**src/swtm_pkg.sv**
```systemverilog
// ----------------------------------------------------------------------------
// swtm_pkg: shared types and constants of the trimmed-mean core
// Register indexes, register widths and controller/datapath signal groups.
// ----------------------------------------------------------------------------
package swtm_pkg;

  localparam int unsigned CFG_IDX_BITS  = 4;
  localparam int unsigned CFG_DATA_BITS = 7;
  localparam int unsigned WIN_BITS      = 7;
  localparam int unsigned TRIM_BITS     = 5;

  localparam logic [CFG_IDX_BITS-1:0] REG_WINDOW_SIZE = 4'd0;
  localparam logic [CFG_IDX_BITS-1:0] REG_TRIM_COUNT  = 4'd1;

  localparam logic [WIN_BITS-1:0]  WINDOW_RESET = 7'd64;
  localparam logic [TRIM_BITS-1:0] TRIM_RESET   = 5'd1;

  typedef struct packed {
    logic accept;
    logic evict_rd;
    logic evict;
    logic insert;
    logic sum_load;
    logic sum_step;
    logic div_step;
  } swtm_cmd_t;

  typedef struct packed {
    logic evict_need;
    logic calc_ok;
    logic sum_last;
    logic div_last;
  } swtm_status_t;

endpackage

```
**src/swtm_ctrl.sv**
```systemverilog
// ----------------------------------------------------------------------------
// swtm_ctrl: sequencing of one sample
// Evict, insert, middle-rank sum and division, then hold the result beat.
// ----------------------------------------------------------------------------
module swtm_ctrl (
  input  logic                  clk,
  input  logic                  rst_n,
  input  logic                  in_valid,
  output logic                  in_ready,
  output logic                  out_valid,
  input  logic                  out_ready,
  input  swtm_pkg::swtm_status_t sts,
  output swtm_pkg::swtm_cmd_t   cmd
);

  typedef enum logic [8:0] {
    ST_IDLE   = 9'b000000001,
    ST_CHECK  = 9'b000000010,
    ST_RD     = 9'b000000100,
    ST_EVICT  = 9'b000001000,
    ST_INSERT = 9'b000010000,
    ST_SUMLD  = 9'b000100000,
    ST_SUM    = 9'b001000000,
    ST_DIV    = 9'b010000000,
    ST_DONE   = 9'b100000000
  } state_t;

  state_t state_r, state_nxt;

  always_ff @(posedge clk) begin
    if (!rst_n) begin
      state_r <= ST_IDLE;
    end else begin
      state_r <= state_nxt;
    end
  end

  always_comb begin
    state_nxt    = state_r;
    cmd          = '0;
    in_ready     = 1'b0;
    out_valid    = 1'b0;
    unique case (state_r)
      ST_IDLE: begin
        in_ready   = 1'b1;
        cmd.accept = in_valid;
        if (in_valid) state_nxt = ST_CHECK;
      end
      ST_CHECK: begin
        state_nxt = sts.evict_need ? ST_RD : ST_INSERT;
      end
      ST_RD: begin
        cmd.evict_rd = 1'b1;
        state_nxt    = ST_EVICT;
      end
      ST_EVICT: begin
        cmd.evict = 1'b1;
        state_nxt = ST_CHECK;
      end
      ST_INSERT: begin
        cmd.insert = 1'b1;
        state_nxt  = sts.calc_ok ? ST_SUMLD : ST_DONE;
      end
      ST_SUMLD: begin
        cmd.sum_load = 1'b1;
        state_nxt    = ST_SUM;
      end
      ST_SUM: begin
        cmd.sum_step = 1'b1;
        if (sts.sum_last) state_nxt = ST_DIV;
      end
      ST_DIV: begin
        cmd.div_step = 1'b1;
        if (sts.div_last) state_nxt = ST_DONE;
      end
      ST_DONE: begin
        out_valid = 1'b1;
        if (out_ready) state_nxt = ST_IDLE;
      end
      default: state_nxt = ST_IDLE;
    endcase
  end

endmodule

```
**config.mk**
```make
export PLATFORM = sky130hd
export DESIGN_NAME = swtm_ctrl
export DESIGN_NICKNAME = d
export VERILOG_FILES = /design/src/swtm_pkg.sv /design/src/swtm_ctrl.sv
export SDC_FILE = /design/constraint.sdc
export NUM_CORES = 1
export LEC_CHECK = 0
export ABC_AREA = 1
export BUFFER_PORTS_ARGS = -buffer_cell sky130_fd_sc_hd__buf_2
export CORE_MARGIN = 2
export CORE_UTILIZATION = 51
export DETAILED_ROUTE_END_ITERATION = 16
export GPL_ROUTABILITY_DRIVEN = 0
export PLACE_DENSITY = 0.73
export SLEW_MARGIN = 20
export SYNTH_ARGS = -nofsm -noshare
export SYNTH_HDL_FRONTEND = slang
export SYNTH_SLANG_ARGS = --single-unit
```
**constraint.sdc**
```tcl
create_clock -name clk -period 1.64 [get_ports clk]
set_clock_uncertainty 0.15 [all_clocks]
set_input_delay 0.164 -clock clk [delete_from_list [all_inputs] [get_ports clk]]
set_output_delay 0.164 -clock clk [all_outputs]
set_load 0.02 [all_outputs]
```
After elaboration in Yosys (flattened, before gate mapping)
Index checks and enable logic that the tools add are counted. Widths: inputs -> output; s select.

Register bits: 9. Latch bits: 0. Bits in writable memories: 0. Memory bits (read-only): 0. Input bits: 8. Output and inout bits: 9. Logic and storage cells: 31. Memories kept: 0.

Add/sub/neg operators: 0. Multiply operators: 0. Div/mod/pow operators: 0. Order comparisons: 0. Equal/unequal tests: 13. Shifts and indexed selects: 0. Muxes and demuxes: 16. Bitwise operators: 0. Reduce and logical (&&, ||, !) cells: 1.

Operators by type and width (count): $pmux 9 s9 (1); $mux 9 (5); $eq 9x1->1 const B (1); $eq 9x2->1 const B (1); $eq 9x3->1 const B (1); $eq 9x4->1 const B (1); $eq 9x5->1 const B (1); $eq 9x6->1 const B (1); $eq 9x7->1 const B (1); $eq 9x8->1 const B (1); $eq 9x9->1 const B (1); $mux 1 (9); $ne 2x2->1 const B (4); $mux 5 (1); $reduce_and 4->1 (1).

Longest topological paths before layout
Depth in word-level cells: 3. Depth in mapped cells: 9. Mapped depth without buffers: 9.

Worst setup path before layout
Ideal clock, no wire load.

Path type: reg-to-output. From: register state_r[0]. To: output port out_valid. Arrival: 1.332 ns. Required time: 1.326 ns. Slack: -0.006 ns. Cell stages (with the launch flop): 6. Buffers on the path: 0. Path through: dfxtp_1 > nor2_1 > nand2_2 > nor2_2 > inv_1 > nor4_1.

Word-level cells in the longest chain between the ends: 2.

Ends and longest elaborated chain: from (decl) (line swtm_ctrl.sv:28) `state_t state_r, state_nxt;`; from (signal assigned) (line swtm_ctrl.sv:34) `state_r <= state_nxt;`; $eq 9x9->1 (line swtm_ctrl.sv:43) `unique case (state_r)`; $mux 1 (line swtm_ctrl.sv:43); to (decl) (line swtm_ctrl.sv:10) `output logic out_valid,`.

Every way passes these cells.

==> results.cfg <==
[detailed_routing]
drt_iter0_drc = 38
wirelength_mm = 1.81
post-route-drc-count = 0
ant_nets = 0
dr_total_vias = 763
dr.pass1.iters = 4
avgRoutedWirePerCell_um = 12.2
avgViaCountPerCell = 5.16

[grt]
met3_usage = 0
grt_overflow_total = 0
grt_util_met1 = 0.263
grt_pass1_vias = 584
gr-usage-met2 = 0.383
antenna_found_initial = 0
grt_pass1_wl_mm = 2.31
busiest_layer = met2
grt_max_degree = 10
grt_usage = 0.214

[worst_setup_path]
worstSetupStartpointType = flip-flop
crit_top_cell = nor2_4
path_class = flip-flop to primary output
path_cells = nor2_4 -> inv_2 -> nor2_4 -> inv_4 -> nor3_4 -> buf_6
end_kind = primary output
crit_family = simple AND/OR/NAND/NOR gates
slowest_delay_ps = 350
slowest_stage = dfxtp_2
arrival_ps = 1320
cp.required_ps = 1330
path_buf_inv = 3
path_max_fanout = 5

[sta]
slew_headroom = 0.834
whs_ps = 14.3
fmax_ghz = 0.611
fin_crit_sh = 0.998
rsz0062_at_grt = true
fin_crit_ps = 1640
setup_viol = 0
finalWorstSetupSlack_ps = 2.94
hold_violations = 0
timing.final.max_slew_violations = 0
worst_pin_slew_ps = 246

[run_status]
outcome = complete, no violations

[final_layout]
drive_above_1_share = 0.534
fin_util = 0.796
diodes = 0
regArea_um2 = 191
multiInputGateArea_um2 = 505
largestRegisters = state_r: 9 flops
fillers = 94
top_register = state_r
largest_reg_flops = 9
fin_nets = 142
area_delta_synth_final_pct = 47.1

[clock_tree]
cts.sinks = 9
clock_latency_ps = 260
cts_tree = done
cts-htree-levels = 1
clk_pin_slew_ps = 60
ctsRootBufferMaster = clkbuf_4
numCtsBuffers = 3
cts_buffer_depth = 2

[logic_synthesis]
synth_compound_area_frac = 0.0576
yosys.area_share.simple = 0.541
synthesis.instances = 104
muxShareOfSynthArea = 0
yosysTopAreaCell = dfxtp_1
synth_xor_area_frac = 0
syn_nets = 112
synth_seq_cells = 9
synth_top_family_by_area = simple AND/OR/NAND/NOR gates
synth_warnings = 0
synth_area_leaders = dfxtp_1 26%, inv_1 12%, nand2_1 7.6%
synth_top_cell_area_share = 0.259
ys_seq_area_frac = 0.259
syn_area_um2 = 696
synth_area_per_cell_um2 = 6.69
synthAdderAreaFrac = 0
ys_types = 22

[floorplan]
core_area_mm2 = 0.00128
rows = 13
io_pins = 17
die_x_um = 40.9
start_util = 0.541
die_y_um = 40.9
die_area_mm2 = 0.00168

[placement]
pre_cts_slack_ps = 175
io_buffers = 16
dp_hpwl_mm = 1.17

[min_path]
min_path_type = primary input to flip-flop

[job]
drv_cap = 0

[power]
leakage_nw = 0.524
max-vdd-ir-drop_v = 0.00101
pwr_density_cell_mw_per_mm2 = 1550
[placed cells by master, fill, tap and decap left out, drive strengths merged, types with 4 or more instances in the layout]
cell,count
o21ai,8
nand3,6
nor3,8
nand2,20
clkbuf,4
buf,24
nor2,21
inv,25
dfxtp,9
[per-stage QoR]
step	power (mW)	TNS, ps	std cells	instance area (µm²)
2_1_floorplan	0.968	0	104	702
3_3_place_gp	1.11	0	134	796
3_5_place_dp	1.12	0	134	796
4_1_cts	1.41	-102	148	928
5_1_grt	1.69	-281	148	1020
6_report	1.59	0	148	1020
[cell usage after synthesis (all sizes together)]
master	number
nor2	21
nand3b	1
nor4	1
o21ai	8
buf	1
nand4	2
dfxtp	9
nor3b	1
inv	25
nand2	20
nand3	6
nor3	8
and3	1
[area by class of cell]
class / count / share of cell area
Clock buffer: 4 / 0.0257
Inverter: 25 / 0.0941
Multi-Input combinational cell: 69 / 0.494
Sequential cell: 9 / 0.187
Tap cell: 15 / 0.0183
Timing Repair Buffer: 26 / 0.181
[worst register-to-register path, stage by stage, from the launching register on]
cell     delay, ps
dfxtp_1        410
inv_1          120
nand2_1        140
nor2_1          50
o21ai_0        210
nand2_1        100
nor2_1         160
nand2_2         70
nand2_1         70
nor2_1          40
[worst paths after layout]
path              slack (ps)  cells past startpoint       start    endpoint
hold / removal            10                      2       rst_n  state_r[0]
hold reg to reg          410                      2  state_r[6]  state_r[6]
setup / recovery           3                      6  state_r[7]      cmd[5]
setup reg to reg          20                      9  state_r[4]  state_r[8]
[kinds of logic (layout without fill, tap and decap cells)]
group	Yosys count	after routing
AND/OR/NAND/NOR	61	61
AO/OA/AOI/OAI	8	8
buffers and inverters	26	55
flip-flops	9	9
[report_power, final]
part | total, mW | internal [mW] | switching [mW]
registers | 0.349 | 0.273 | 0.0764
logic | 1.07 | 0.397 | 0.674
clock network | 0.167 | 0.0935 | 0.0731
[layer usage]
layer | wire length, µm | vias up
li1 | - | 382
met1 | 735 | 348
met2 | 954 | 28
met3 | 89 | 5
met4 | 29 | 0
met5 | 0 | -
[timing repair]
item                                   CTS  global route
pin swaps                                9             5
gates resized for setup                 12            28
buffers inserted                         8             0
setup endpoints to repair                6            16
hold buffers                             2             0
endpoints found under the hold margin    2             0
cloned                                   0             0
(Power assumes the default switching activity.)
